===== src/sv/rwl_pkg.sv =====
// ----------------------------------------------------------------------------
// rwl_pkg
// shared types and constants of the reader-writer lock arbiter
// ----------------------------------------------------------------------------
`default_nettype none

package rwl_pkg;

    // request codes
    typedef enum logic [1:0] {
        FN_ENTER_RD = 2'd0,
        FN_ENTER_WR = 2'd1,
        FN_EXIT_RD  = 2'd2,
        FN_EXIT_WR  = 2'd3
    } func_t;

    // sequencer states
    typedef enum logic [1:0] {
        ST_IDLE,
        ST_POP_W,
        ST_RUN
    } state_t;

    // result status codes
    localparam logic STATUS_GRANTED = 1'b0;
    localparam logic STATUS_REFUSED = 1'b1;

    // reader count is a saturating 9-bit counter
    localparam int READERS_W = 9;
    localparam logic [READERS_W-1:0] READERS_MAX = 9'd511;

endpackage

`default_nettype wire


===== src/sv/reader_writer_lock_arbiter_core.sv =====
// ----------------------------------------------------------------------------
// reader_writer_lock_arbiter_core
// fifo reader-writer lock manager with ram-backed reader and writer wait queues
// ----------------------------------------------------------------------------
//  channel   handshake                    word
//  request   start / busy                 func, thread_id
//  result    result_strobe (no stall)     grant_thread, grant_is_writer, status, last
//
//  an immediate grant or a refusal needs no queue ram read; its result word
//  shows in the cycle after the request is taken; a queued request shows none
//  a writer grant popped from its wait queue costs one queue ram read: the
//  word passes the ram read and result registers, busy high for one cycle
//  an exit write that releases n waiting readers emits one word per cycle
//  from the reader queue ram, busy high until the run of n words ends
//  reset clears pointers, fill counts and lock state; queue ram is not cleared
//  the receiver cannot stall: each result word is valid for exactly one cycle
// ----------------------------------------------------------------------------
`default_nettype none

module reader_writer_lock_arbiter_core
    import rwl_pkg::*;
#(
    parameter int QUEUE_DEPTH    = 16,
    parameter int THREAD_ID_BITS = 8
) (
    input  wire logic                      clk,
    input  wire logic                      rst_n,
    input  wire logic                      start,
    output      logic                      busy,
    input  wire logic [1:0]                func,
    input  wire logic [THREAD_ID_BITS-1:0] thread_id,
    output      logic                      result_strobe,
    output      logic [THREAD_ID_BITS-1:0] grant_thread,
    output      logic                      grant_is_writer,
    output      logic                      status,
    output      logic                      last
);

    localparam int FILL_W = $clog2(QUEUE_DEPTH + 1);

    state_t state_reg, state_next;

    // lock state
    logic [READERS_W-1:0] readers_reg, readers_next;
    logic                 wact_reg, wact_next;

    // result word registers
    logic                      strobe_reg, strobe_next;
    logic [THREAD_ID_BITS-1:0] thread_reg, thread_next;
    logic                      is_wr_reg, is_wr_next;
    logic                      status_reg, status_next;
    logic                      last_reg, last_next;

    // queue controls
    logic                      push_r, push_w, pop_r, pop_w;
    logic [THREAD_ID_BITS-1:0] r_data, w_data;
    logic [FILL_W-1:0]         r_fill, w_fill;

    logic  accept;
    func_t fn;
    logic  r_full, w_full;

    assign accept = start && (state_reg == ST_IDLE);
    assign fn     = func_t'(func);
    assign r_full = (r_fill == FILL_W'(QUEUE_DEPTH));
    assign w_full = (w_fill == FILL_W'(QUEUE_DEPTH));

    rwl_queue #(
        .DEPTH (QUEUE_DEPTH),
        .WIDTH (THREAD_ID_BITS)
    ) u_rd_queue (
        .clk       (clk),
        .rst_n     (rst_n),
        .push      (push_r),
        .push_data (thread_id),
        .pop       (pop_r),
        .pop_data  (r_data),
        .fill      (r_fill)
    );

    rwl_queue #(
        .DEPTH (QUEUE_DEPTH),
        .WIDTH (THREAD_ID_BITS)
    ) u_wr_queue (
        .clk       (clk),
        .rst_n     (rst_n),
        .push      (push_w),
        .push_data (thread_id),
        .pop       (pop_w),
        .pop_data  (w_data),
        .fill      (w_fill)
    );

    // next state
    always_comb
    begin
        state_next = state_reg;
        case (state_reg)
            ST_IDLE:
            begin
                if (accept)
                begin
                    case (fn)
                        FN_EXIT_RD:
                        begin
                            // last reader out hands the lock to the oldest writer
                            if (readers_reg == READERS_W'(1) && w_fill != '0)
                            begin
                                state_next = ST_POP_W;
                            end
                        end
                        FN_EXIT_WR:
                        begin
                            if (wact_reg)
                            begin
                                if (r_fill != '0)
                                begin
                                    state_next = ST_RUN;
                                end
                                else if (w_fill != '0)
                                begin
                                    state_next = ST_POP_W;
                                end
                            end
                        end
                        default:
                        begin
                            state_next = ST_IDLE;
                        end
                    endcase
                end
            end
            ST_POP_W:
            begin
                state_next = ST_IDLE;
            end
            ST_RUN:
            begin
                // reader fill already counts the pops issued so far
                if (r_fill == '0)
                begin
                    state_next = ST_IDLE;
                end
            end
            default:
            begin
                state_next = ST_IDLE;
            end
        endcase
    end

    // lock state, queue controls and result word
    always_comb
    begin
        readers_next = readers_reg;
        wact_next    = wact_reg;
        strobe_next  = 1'b0;
        thread_next  = thread_reg;
        is_wr_next   = is_wr_reg;
        status_next  = status_reg;
        last_next    = last_reg;
        push_r       = 1'b0;
        push_w       = 1'b0;
        pop_r        = 1'b0;
        pop_w        = 1'b0;
        case (state_reg)
            ST_IDLE:
            begin
                if (accept)
                begin
                    case (fn)
                        FN_ENTER_RD:
                        begin
                            if (!wact_reg && w_fill == '0)
                            begin
                                if (readers_reg != READERS_MAX)
                                begin
                                    readers_next = readers_reg + 1'b1;
                                end
                                strobe_next = 1'b1;
                                thread_next = thread_id;
                                is_wr_next  = 1'b0;
                                status_next = STATUS_GRANTED;
                                last_next   = 1'b1;
                            end
                            else if (r_full)
                            begin
                                strobe_next = 1'b1;
                                thread_next = thread_id;
                                is_wr_next  = 1'b0;
                                status_next = STATUS_REFUSED;
                                last_next   = 1'b1;
                            end
                            else
                            begin
                                push_r = 1'b1;
                            end
                        end
                        FN_ENTER_WR:
                        begin
                            if (readers_reg == '0 && !wact_reg)
                            begin
                                wact_next   = 1'b1;
                                strobe_next = 1'b1;
                                thread_next = thread_id;
                                is_wr_next  = 1'b1;
                                status_next = STATUS_GRANTED;
                                last_next   = 1'b1;
                            end
                            else if (w_full)
                            begin
                                strobe_next = 1'b1;
                                thread_next = thread_id;
                                is_wr_next  = 1'b1;
                                status_next = STATUS_REFUSED;
                                last_next   = 1'b1;
                            end
                            else
                            begin
                                push_w = 1'b1;
                            end
                        end
                        FN_EXIT_RD:
                        begin
                            // exit read with no readers is dropped
                            if (readers_reg != '0)
                            begin
                                readers_next = readers_reg - 1'b1;
                                if (readers_reg == READERS_W'(1) && w_fill != '0)
                                begin
                                    pop_w     = 1'b1;
                                    wact_next = 1'b1;
                                end
                            end
                        end
                        FN_EXIT_WR:
                        begin
                            if (wact_reg)
                            begin
                                wact_next = 1'b0;
                                if (r_fill != '0)
                                begin
                                    pop_r = 1'b1;
                                end
                                else if (w_fill != '0)
                                begin
                                    pop_w     = 1'b1;
                                    wact_next = 1'b1;
                                end
                            end
                        end
                        default:
                        begin
                            push_r = 1'b0;
                        end
                    endcase
                end
            end
            ST_POP_W:
            begin
                // writer id read from ram last cycle
                strobe_next = 1'b1;
                thread_next = w_data;
                is_wr_next  = 1'b1;
                status_next = STATUS_GRANTED;
                last_next   = 1'b1;
            end
            ST_RUN:
            begin
                // one waiting reader granted per cycle, next read issued alongside
                strobe_next = 1'b1;
                thread_next = r_data;
                is_wr_next  = 1'b0;
                status_next = STATUS_GRANTED;
                last_next   = (r_fill == '0);
                if (readers_reg != READERS_MAX)
                begin
                    readers_next = readers_reg + 1'b1;
                end
                if (r_fill != '0)
                begin
                    pop_r = 1'b1;
                end
            end
            default:
            begin
                strobe_next = 1'b0;
            end
        endcase
    end

    always_ff @(posedge clk or negedge rst_n)
    begin
        if (!rst_n)
        begin
            state_reg   <= ST_IDLE;
            readers_reg <= '0;
            wact_reg    <= 1'b0;
            strobe_reg  <= 1'b0;
        end
        else
        begin
            state_reg   <= state_next;
            readers_reg <= readers_next;
            wact_reg    <= wact_next;
            strobe_reg  <= strobe_next;
        end
    end

    // result payload, no reset needed
    always_ff @(posedge clk)
    begin
        thread_reg <= thread_next;
        is_wr_reg  <= is_wr_next;
        status_reg <= status_next;
        last_reg   <= last_next;
    end

    assign busy            = (state_reg != ST_IDLE);
    assign result_strobe   = strobe_reg;
    assign grant_thread    = thread_reg;
    assign grant_is_writer = is_wr_reg;
    assign status          = status_reg;
    assign last            = last_reg;

    // a writer never shares the lock with readers
    a_exclusive : assert property (@(posedge clk) disable iff (!rst_n)
        !(wact_reg && readers_reg != '0))
        else $error("writer active while readers hold the lock");

    // a writer grant is shown only while the writer holds the lock
    a_wr_grant_held : assert property (@(posedge clk) disable iff (!rst_n)
        (strobe_reg && is_wr_reg && status_reg == STATUS_GRANTED) |-> wact_reg)
        else $error("writer grant without active writer");

    // a queued writer pop yields exactly one final word
    a_pop_w_word : assert property (@(posedge clk) disable iff (!rst_n)
        (state_reg == ST_POP_W) |=> (strobe_reg && last_reg && is_wr_reg))
        else $error("writer pop without final grant word");

    // every cycle of a reader run emits a reader grant
    a_run_word : assert property (@(posedge clk) disable iff (!rst_n)
        (state_reg == ST_RUN) |=> (strobe_reg && !is_wr_reg))
        else $error("reader run cycle without grant word");

endmodule

`default_nettype wire


===== src/sv/rwl_ram.sv =====
// ----------------------------------------------------------------------------
// rwl_ram
// generic single write port ram with one registered read port
// ----------------------------------------------------------------------------
`default_nettype none

module rwl_ram #(
    parameter int WIDTH = 8,
    parameter int DEPTH = 16
) (
    input  wire logic                     clk,
    input  wire logic                     we,
    input  wire logic [$clog2(DEPTH)-1:0] waddr,
    input  wire logic [WIDTH-1:0]         wdata,
    input  wire logic                     re,
    input  wire logic [$clog2(DEPTH)-1:0] raddr,
    output      logic [WIDTH-1:0]         rdata
);

    logic [WIDTH-1:0] mem [DEPTH];

    always_ff @(posedge clk)
    begin
        if (we)
        begin
            mem[waddr] <= wdata;
        end
        if (re)
        begin
            rdata <= mem[raddr];
        end
    end

endmodule

`default_nettype wire


===== src/sv/rwl_queue.sv =====
// ----------------------------------------------------------------------------
// rwl_queue
// wait queue: head, tail and fill count around one ram
// ----------------------------------------------------------------------------
`default_nettype none

module rwl_queue #(
    parameter int DEPTH = 16,
    parameter int WIDTH = 8
) (
    input  wire logic                       clk,
    input  wire logic                       rst_n,
    input  wire logic                       push,
    input  wire logic [WIDTH-1:0]           push_data,
    input  wire logic                       pop,
    output      logic [WIDTH-1:0]           pop_data,
    output      logic [$clog2(DEPTH+1)-1:0] fill
);

    localparam int PTR_W  = $clog2(DEPTH);
    localparam int FILL_W = $clog2(DEPTH + 1);

    logic [PTR_W-1:0]  head_reg, head_next;
    logic [PTR_W-1:0]  tail_reg, tail_next;
    logic [FILL_W-1:0] fill_reg, fill_next;

    // pointer advance with wrap for any depth
    always_comb
    begin
        head_next = head_reg;
        tail_next = tail_reg;
        fill_next = fill_reg;
        if (pop)
        begin
            head_next = (head_reg == PTR_W'(DEPTH - 1)) ? '0 : head_reg + 1'b1;
        end
        if (push)
        begin
            tail_next = (tail_reg == PTR_W'(DEPTH - 1)) ? '0 : tail_reg + 1'b1;
        end
        if (push && !pop)
        begin
            fill_next = fill_reg + 1'b1;
        end
        else if (pop && !push)
        begin
            fill_next = fill_reg - 1'b1;
        end
    end

    always_ff @(posedge clk or negedge rst_n)
    begin
        if (!rst_n)
        begin
            head_reg <= '0;
            tail_reg <= '0;
            fill_reg <= '0;
        end
        else
        begin
            head_reg <= head_next;
            tail_reg <= tail_next;
            fill_reg <= fill_next;
        end
    end

    // pop reads the head entry; the word shows in the next cycle
    rwl_ram #(
        .WIDTH (WIDTH),
        .DEPTH (DEPTH)
    ) u_ram (
        .clk   (clk),
        .we    (push),
        .waddr (tail_reg),
        .wdata (push_data),
        .re    (pop),
        .raddr (head_reg),
        .rdata (pop_data)
    );

    assign fill = fill_reg;

    a_no_underflow : assert property (@(posedge clk) disable iff (!rst_n)
        pop |-> (fill_reg != '0))
        else $error("pop from empty queue");

    a_no_overflow : assert property (@(posedge clk) disable iff (!rst_n)
        push |-> (fill_reg != FILL_W'(DEPTH)))
        else $error("push into full queue");

endmodule

`default_nettype wire

===== config.mk =====
export PLATFORM = sky130hd
export DESIGN_NAME = reader_writer_lock_arbiter_core
export DESIGN_NICKNAME = d
export VERILOG_FILES = /design/src/sv/rwl_pkg.sv /design/src/sv/reader_writer_lock_arbiter_core.sv /design/src/sv/rwl_ram.sv /design/src/sv/rwl_queue.sv
export SDC_FILE = /design/constraint.sdc
export NUM_CORES = 1
export LEC_CHECK = 0
export BUFFER_PORTS_ARGS = -buffer_cell sky130_fd_sc_hd__buf_2
export CAP_MARGIN = 40
export CELL_PAD_IN_SITES_DETAIL_PLACEMENT = 1
export CELL_PAD_IN_SITES_GLOBAL_PLACEMENT = 2
export CORE_MARGIN = 5
export CORE_UTILIZATION = 35
export CTS_BUF_LIST = sky130_fd_sc_hd__clkbuf_8 sky130_fd_sc_hd__clkbuf_16
export DETAILED_ROUTE_END_ITERATION = 6
export GPL_TIMING_DRIVEN = 1
export PLACE_DENSITY_LB_ADDON = 0.1
export REMOVE_ABC_BUFFERS = 1
export SLEW_MARGIN = 15
export SYNTH_ARGS = -nofsm -noshare
export SYNTH_HDL_FRONTEND = slang
export SYNTH_SLANG_ARGS = --single-unit

===== constraint.sdc =====
create_clock -name clk -period 5.3 [get_ports clk]
set_input_delay 0.265 -clock clk [delete_from_list [all_inputs] [get_ports clk]]
set_output_delay 0.265 -clock clk [all_outputs]
set_load 0.05 [all_outputs]

==> results of run 1 <==
[layout make-up]
| class | count | area [um^2] | area share |
|---|---|---|---|
| Tap cell | 518 | 648 | 0.0413 |
| Clock buffer | 39 | 965 | 0.0615 |
| Inverter | 23 | 86.3 | 0.00550 |
| Sequential cell | 322 | 9480 | 0.604 |
| Timing Repair Buffer | 37 | 255 | 0.0163 |
| Multi-Input combinational cell | 444 | 4020 | 0.256 |
| Clock inverter | 27 | 239 | 0.0152 |
[cells by family after synthesis]
group	after synthesis
flip-flops	322
AND/OR/NAND/NOR	156
AO/OA/AOI/OAI	146
multiplexers	95
buffers and inverters	69
adder cells (fa/ha/maj)	29
XOR/XNOR	18
[metrics by stage]
step	total power (uW)	util	hold slack (ns)	area (um^2)	worst slack [ns]
floorplan	5030	-	-0.0306	13600	1.98
global placement	5770	0.371	0.506	14400	1.78
detailed placement	5890	0.373	0.285	14500	1.66
CTS	8450	0.404	0.0523	15700	1.63
global route	8750	0.404	0.105	15700	1.32
finish	8310	0.404	0.0958	15700	1.66
[cell usage in the layout, fill, tap and decap left out, types with 4 or more instances in the layout]
cell type	synthesis	routed
edfxtp_1	283	283
mux4_2	48	48
clkbuf_16	0	38
a21oi_1	36	36
nand2_1	35	35
dfrtp_1	39	35
o21ai_0	34	34
mux2i_1	33	33
inv_1	23	30
ha_1	27	27
buf_2	13	25
and2_1	21	21
nor2_1	19	19
a22oi_1	18	18
nor2b_1	14	13
and3_1	12	12
nand3_1	11	11
xnor2_1	11	11
mux2_2	10	10
a31oi_1	9	9
a221oi_1	8	8
a211oi_1	9	8
buf_4	6	8
or3_1	7	7
xor2_1	7	7
clkinv_2	0	7
nor3_1	7	6
nand2b_1	5	5
o31ai_1	5	5
clkinv_1	0	5
bufinv_16	0	4
dfrtp_2	0	4
[how the worst max path moves through the flow]
stage	from	to	slack [ns]	cells after the start
after floorplan	state_reg[0]	u_rd_queue.fill[4]	1.98	12
after global placement	state_reg[1]	u_wr_queue.fill[4]	1.78	14
after detailed placement	state_reg[0]	u_rd_queue.fill[4]	1.66	14
after CTS	state_reg[0]	u_wr_queue.fill[4]	1.63	14
after global routing	state_reg[1]	u_wr_queue.fill[4]	1.32	14
final	state_reg[0]	u_wr_queue.fill[4]	1.66	14
[timing repair]
| item | in CTS | in global routing |
|---|---|---|
| setup endpoints to repair | 0 | 0 |
| hold buffers | 1 | 0 |
| hold endpoints to repair | 17 | 0 |
[per-layer routing]
layer  routed length (um)  vias to the layer above  part of all wire  global-route usage
li1                     -                     3346                 -                   -
met1                15400                     3914              0.46               0.210
met2                16000                      133              0.48               0.253
met3                 1380                       57             0.041              0.0304
met4                  896                        0             0.027              0.0514
met5                    0                        -                 0                   0
[power by group through the flow]
stage          Combinational, uW  Sequential [uW]  Clock [uW]
2_1_floorplan               1370             3670           0
3_3_place_gp                2180             3600           0
3_5_place_dp                2350             3530           0
4_1_cts                     2360             3480        2600
5_1_grt                     2520             3520        2710
6_report                    2320             3470        2520
==> flow_metrics.py, run 1 <==
metrics = {
    "outcome": {
        "status": "finished clean",
    },
    "power": {
        "p_int_uw": 5560,
        "switching_power_uw": 2750,
        "netSwitchingFraction": 0.331,
        "cellLeakagePower_uw": 0.00530,
        "ir_worst_vdd_uv": 288,
        "powerDensity_nw_per_um2": 529,
        "combPwrFrac": 0.279,
        "seqPwrFrac": 0.418,
        "clkPwrFrac": 0.304,
    },
    "global_route": {
        "grt_pass1_wl_um": 51400,
        "grt_pass1_vias": 8125,
        "grt_use_total": 0.155,
        "grt_overflow": 0,
        "antenna_found_initial": 0,
        "grt_max_degree": 37,
    },
    "placed_design": {
        "io_buffer_count": 25,
        "gp_congestion": 0.794,
        "dp_cells": 1343,
        "dpl.hpwl_um": 21900,
    },
    "worst_setup_path": {
        "worstPathCellList": "inv_1, ha_1, nand2_1, or3_1, o2bb2ai_4, inv_1, ha_1, inv_1, ha_1, nor2b_1, o21a_1, or3_1, a21oi_1, xnor2_1",
        "cp.required_ns": 5.75,
        "crit_path_start_kind": "flop",
        "path_class": "flop to flop",
        "r2r_end": "u_wr_queue.fill[4]",
        "crit_buf_inv": 3,
        "r2r-start": "state_reg[0]",
        "crit_arrival_ns": 4.08,
        "crit_slowest_cell": "or3_1",
        "critPathMaxStageDelay_ns": 0.45,
        "crit_family": "simple AND/OR/NAND/NOR gates",
        "crit_path_end_kind": "flop",
        "r2r_setup_slack_ns": 1.66,
        "path_max_fanout": 14,
        "reg2regPathDepth": 14,
    },
    "clocking": {
        "numCtsBuffers": 37,
        "path_clk_slew_ns": 0.06,
        "cts.sinks": 322,
        "htreeDepth": 2,
        "cts_tree": "done",
        "ctsLongestPathBuffers": 3,
        "cts_root_buf": "clkbuf_16",
        "cts_setup_buffers": 0,
        "clk_latency_ns": 0.54,
        "cts_resized": 0,
    },
    "sta": {
        "maxSlewViolCount": 0,
        "max_clock_freq_mhz": 275,
        "rsz0062_at_grt": "no",
        "timing.final.crit_share": 0.686,
        "worst_pin_slew_ns": 0.834,
        "finalCriticalPeriod_ns": 3.64,
        "finalSetupViolCount": 0,
        "relSlewSlack": 0.444,
        "final-hold-violation-count": 0,
        "clock_skew_ns": 0.0206,
        "finalSetupTns_ns": 0,
    },
    "routing": {
        "routed_wl_um": 33700,
        "via_count": 7450,
        "drtAntennaViolNets": 0,
        "vias_per_cell": 5.28,
        "first_iter_violations": 384,
        "drc_errors": 0,
        "dr.pass1.iters": 5,
        "wl_per_cell_um": 23.9,
    },
    "finish": {
        "n_antenna_cell": 0,
        "nFillCells": 3827,
        "drive_gt1_frac": 0.193,
        "nNetsFinal": 907,
        "area_growth_pct": 13.8,
        "finalNonFillerCells": 1410,
    },
    "synthesis": {
        "synthCells": 835,
        "synthTopCellsByCount": "edfxtp_1, mux4_2, dfrtp_1, a21oi_1, nand2_1",
        "syn_avg_cell_area_um2": 16.5,
        "synthXorXnorAreaFrac": 0.0114,
        "yosysTopAreaCell": "edfxtp_1",
        "synthDistinctLibCells": 68,
        "synth.most_common_cell": "edfxtp_1",
        "ys_seq_area_frac": 0.687,
        "synth_edf_count": 283,
        "synth.top_cell.area_share": 0.616,
        "yosys.area_share.simple": 0.0665,
        "yosys_warnings": 0,
        "synthFlopType": "edfxtp_1",
        "synthMuxAreaShare": 0.114,
        "synth_top_family_by_area": "multiplexers",
        "synthAdderAreaFrac": 0.0274,
        "synth-compound-area-share": 0.0708,
        "netlist_area_um2": 13800,
        "synthTopCellsByArea": "edfxtp_1, mux4_2, dfrtp_1, ha_1, mux2i_1",
        "synth-seq-cells": 322,
        "async_flop_share": 0.121,
    },
    "die": {
        "die_y_um": 209,
        "num_rows": 72,
        "dieWidth_um": 209,
        "start_util": 0.355,
        "dieArea_um2": 43500,
        "core_um2": 38800,
        "pin_count": 26,
    },
    "hold_path": {
        "hp-class": "primary input to flop",
        "hp-start": "func[0]",
        "min_to": "wact_reg",
        "worstHoldPathCells": 2,
    },
    "flow_run": {
        "drv_cap": 0,
    },
}
Power figures use the tool's default switching activity.
==> run 2, diff against run 1 <==
ABC_AREA = 1   (was default)
clock period = 3.4 ns   (was 5.3 ns; I/O delays follow)
==> run 2 against run 1 <==
Count of clock-buffer cells in the layout is the same. Routed wire length grew 13%. First-iteration DRC count grew 52%. Critical path type unchanged. Highest routed layer unchanged.
==> flow_metrics.py, run 2 <==
metrics = {
    "clocking": {
        "numCtsBuffers": 38,
        "path_clk_slew_ns": 0.06,
        "cts_tree": "done",
        "ctsLongestPathBuffers": 3,
        "htreeDepth": 2,
        "clk_latency_ns": 0.55,
        "ctsHoldBuffers": 3,
        "cts_setup_buffers": 0,
        "cts.sinks": 322,
        "cts_resized": 0,
        "cts_root_buf": "clkbuf_16",
    },
    "synthesis": {
        "synth_edf_count": 283,
        "synth.top_cell.area_share": 0.598,
        "synthFlopType": "edfxtp_1",
        "async_flop_share": 0.121,
        "synthDistinctLibCells": 40,
        "synth.most_common_cell": "edfxtp_1",
        "syn_avg_cell_area_um2": 11.1,
        "synthTopCellsByCount": "edfxtp_1, nand2_1, nor2_1, o21ai_0, inv_1",
        "synthCells": 1285,
        "yosys_warnings": 0,
        "netlist_area_um2": 14200,
        "yosysTopAreaCell": "edfxtp_1",
        "ys_seq_area_frac": 0.666,
        "synth-seq-cells": 322,
        "synthTopCellsByArea": "edfxtp_1, nand2_1, dfrtp_1, o21ai_0, nor2_1",
    },
    "sta": {
        "relSlewSlack": 0.459,
        "setup_ws_ns": 0.461,
        "worst_pin_slew_ns": 0.811,
        "rsz0062_at_grt": "no",
        "finalSetupViolCount": 0,
        "clock_skew_ns": 0.0227,
        "holdWs_ns": 0.0459,
        "max_clock_freq_mhz": 340,
        "timing.final.crit_share": 0.864,
        "finalCriticalPeriod_ns": 2.94,
        "maxSlewViolCount": 0,
        "final-hold-violation-count": 0,
    },
    "power": {
        "powerDensity_nw_per_um2": 793,
        "p_int_uw": 8200,
        "ir_worst_vdd_uv": 672,
        "netSwitchingFraction": 0.365,
        "seqPwrFrac": 0.394,
        "cellLeakagePower_uw": 0.00600,
        "clkPwrFrac": 0.302,
        "combPwrFrac": 0.305,
        "switching_power_uw": 4720,
    },
    "die": {
        "start_util": 0.355,
        "dieArea_um2": 44800,
        "pin_count": 26,
        "dieWidth_um": 212,
        "core_um2": 40000,
        "num_rows": 73,
        "die_y_um": 212,
    },
    "routing": {
        "first_iter_violations": 582,
        "dr.pass1.iters": 4,
        "routed_wl_um": 38100,
        "drc_errors": 0,
        "vias_per_cell": 5.02,
        "drtAntennaViolNets": 0,
        "wl_per_cell_um": 20.1,
        "via_count": 9489,
    },
    "placed_design": {
        "dpl.hpwl_um": 24300,
        "io_buffer_count": 25,
        "place_ws_ns": 0.423,
        "gp_congestion": 0.810,
    },
    "global_route": {
        "grt_use_total": 0.172,
        "grt_max_degree": 67,
        "grt_pass1_wl_um": 59000,
        "grt_pass1_vias": 9890,
        "antenna_found_initial": 0,
        "grt_overflow": 0,
    },
    "worst_setup_path": {
        "path_max_fanout": 6,
        "crit_slowest_cell": "dfrtp_1",
        "crit_path_start_kind": "flop",
        "path_class": "flop to flop",
        "crit_arrival_ns": 3.37,
        "critPathMaxStageDelay_ns": 0.45,
        "crit_path_end_kind": "flop",
        "crit_buf_inv": 3,
        "crit_family": "adder cells",
        "worstPathCellList": "inv_1, ha_1, inv_1, nor2_1, nand2_1, o21ai_0, o21ai_2, nand2_1, ha_1, inv_1, ha_1, a21oi_1, o21ai_0, xor2_1, nand2_1, o21ai_0",
        "cp.required_ns": 3.83,
    },
    "finish": {
        "final_common_cell": "edfxtp_1",
        "nFillCells": 4352,
        "nNetsFinal": 1381,
        "drive_gt1_frac": 0.106,
        "layout_common_cells": "edfxtp_1, nand2_1, nor2_1",
        "area_growth_pct": 14.7,
    },
    "hold_path": {
        "hp-class": "primary input to flop",
    },
    "flow_run": {
        "drv_cap": 0,
    },
    "outcome": {
        "status": "finished clean",
    },
}
-- run 2: logic make-up after synthesis --
| family | share of synthesized area |
|---|---|
| flops | 0.666 |
| simple gates | 0.159 |
| xor+xnor | 0.0105 |
| fa+ha+maj | 0.0266 |
| buf+inv | 0.0440 |
| compound gates | 0.0935 |
-- run 2: worst paths after layout --
check,cells after the start,slack (ns),from,endpoint
setup / recovery,16,0.46,readers_reg[0],u_wr_queue.fill[4]
hold / removal,5,0.05,func[1],state_reg[0]
setup reg to reg,16,0.46,readers_reg[0],u_wr_queue.fill[4]
hold reg to reg,2,0.51,u_rd_queue.fill[2],u_rd_queue.fill[2]
max in group asynchronous,3,2.63,rst_n,readers_reg[2]
min in group asynchronous,3,0.19,rst_n,readers_reg[8]
-- run 2: power by group through the flow --
stage / clock network (uW) / logic [uW] / registers [uW]
2_1_floorplan: 0 / 2250 / 5440
3_3_place_gp: 0 / 3960 / 5160
3_5_place_dp: 0 / 4020 / 5180
4_1_cts: 4030 / 4050 / 5100
5_1_grt: 4210 / 4460 / 5150
6_report: 3900 / 3940 / 5090
-- run 2: routing by layer --
metal  GRT usage  vias up  routed length [um]
met5           0        -                   0
met4      0.0500        0                 845
met3      0.0276       54                1100
met2       0.288      112               18400
met1       0.234     4733               17700
li1            -     4590                   -
-- run 2: worst min-delay path: cells and delay by family --
family | cells | cell delay (ns)
AOI/OAI and AO/OA | 1 | 0.04
buffers and inverters | 2 | 0.20
and+or+nand+nor | 2 | 0.13
-- run 2: area by class of cell --
type	count	area [um^2]	share of cell area
well taps	525	657	0.0403
inverters	102	385	0.0236
clock buffers	39	976	0.0599
multi-input cells	809	4120	0.253
diodes	1	2.50	0.000153
flip-flops and latches	322	9480	0.581
clock inverters	27	210	0.0129
repair buffers	66	473	0.0290
-- run 2: metrics by stage --
stage	total power, uW	setup TNS, ns	cell area, um^2	std cells	util
2_1_floorplan	7690	-1.45	14000	1233	-
3_3_place_gp	9130	0	15000	1819	0.376
3_5_place_dp	9200	0	15100	1821	0.377
4_1_cts	13200	0	16300	1890	0.407
5_1_grt	13800	0	16300	1890	0.407
6_report	12900	0	16300	1891	0.408
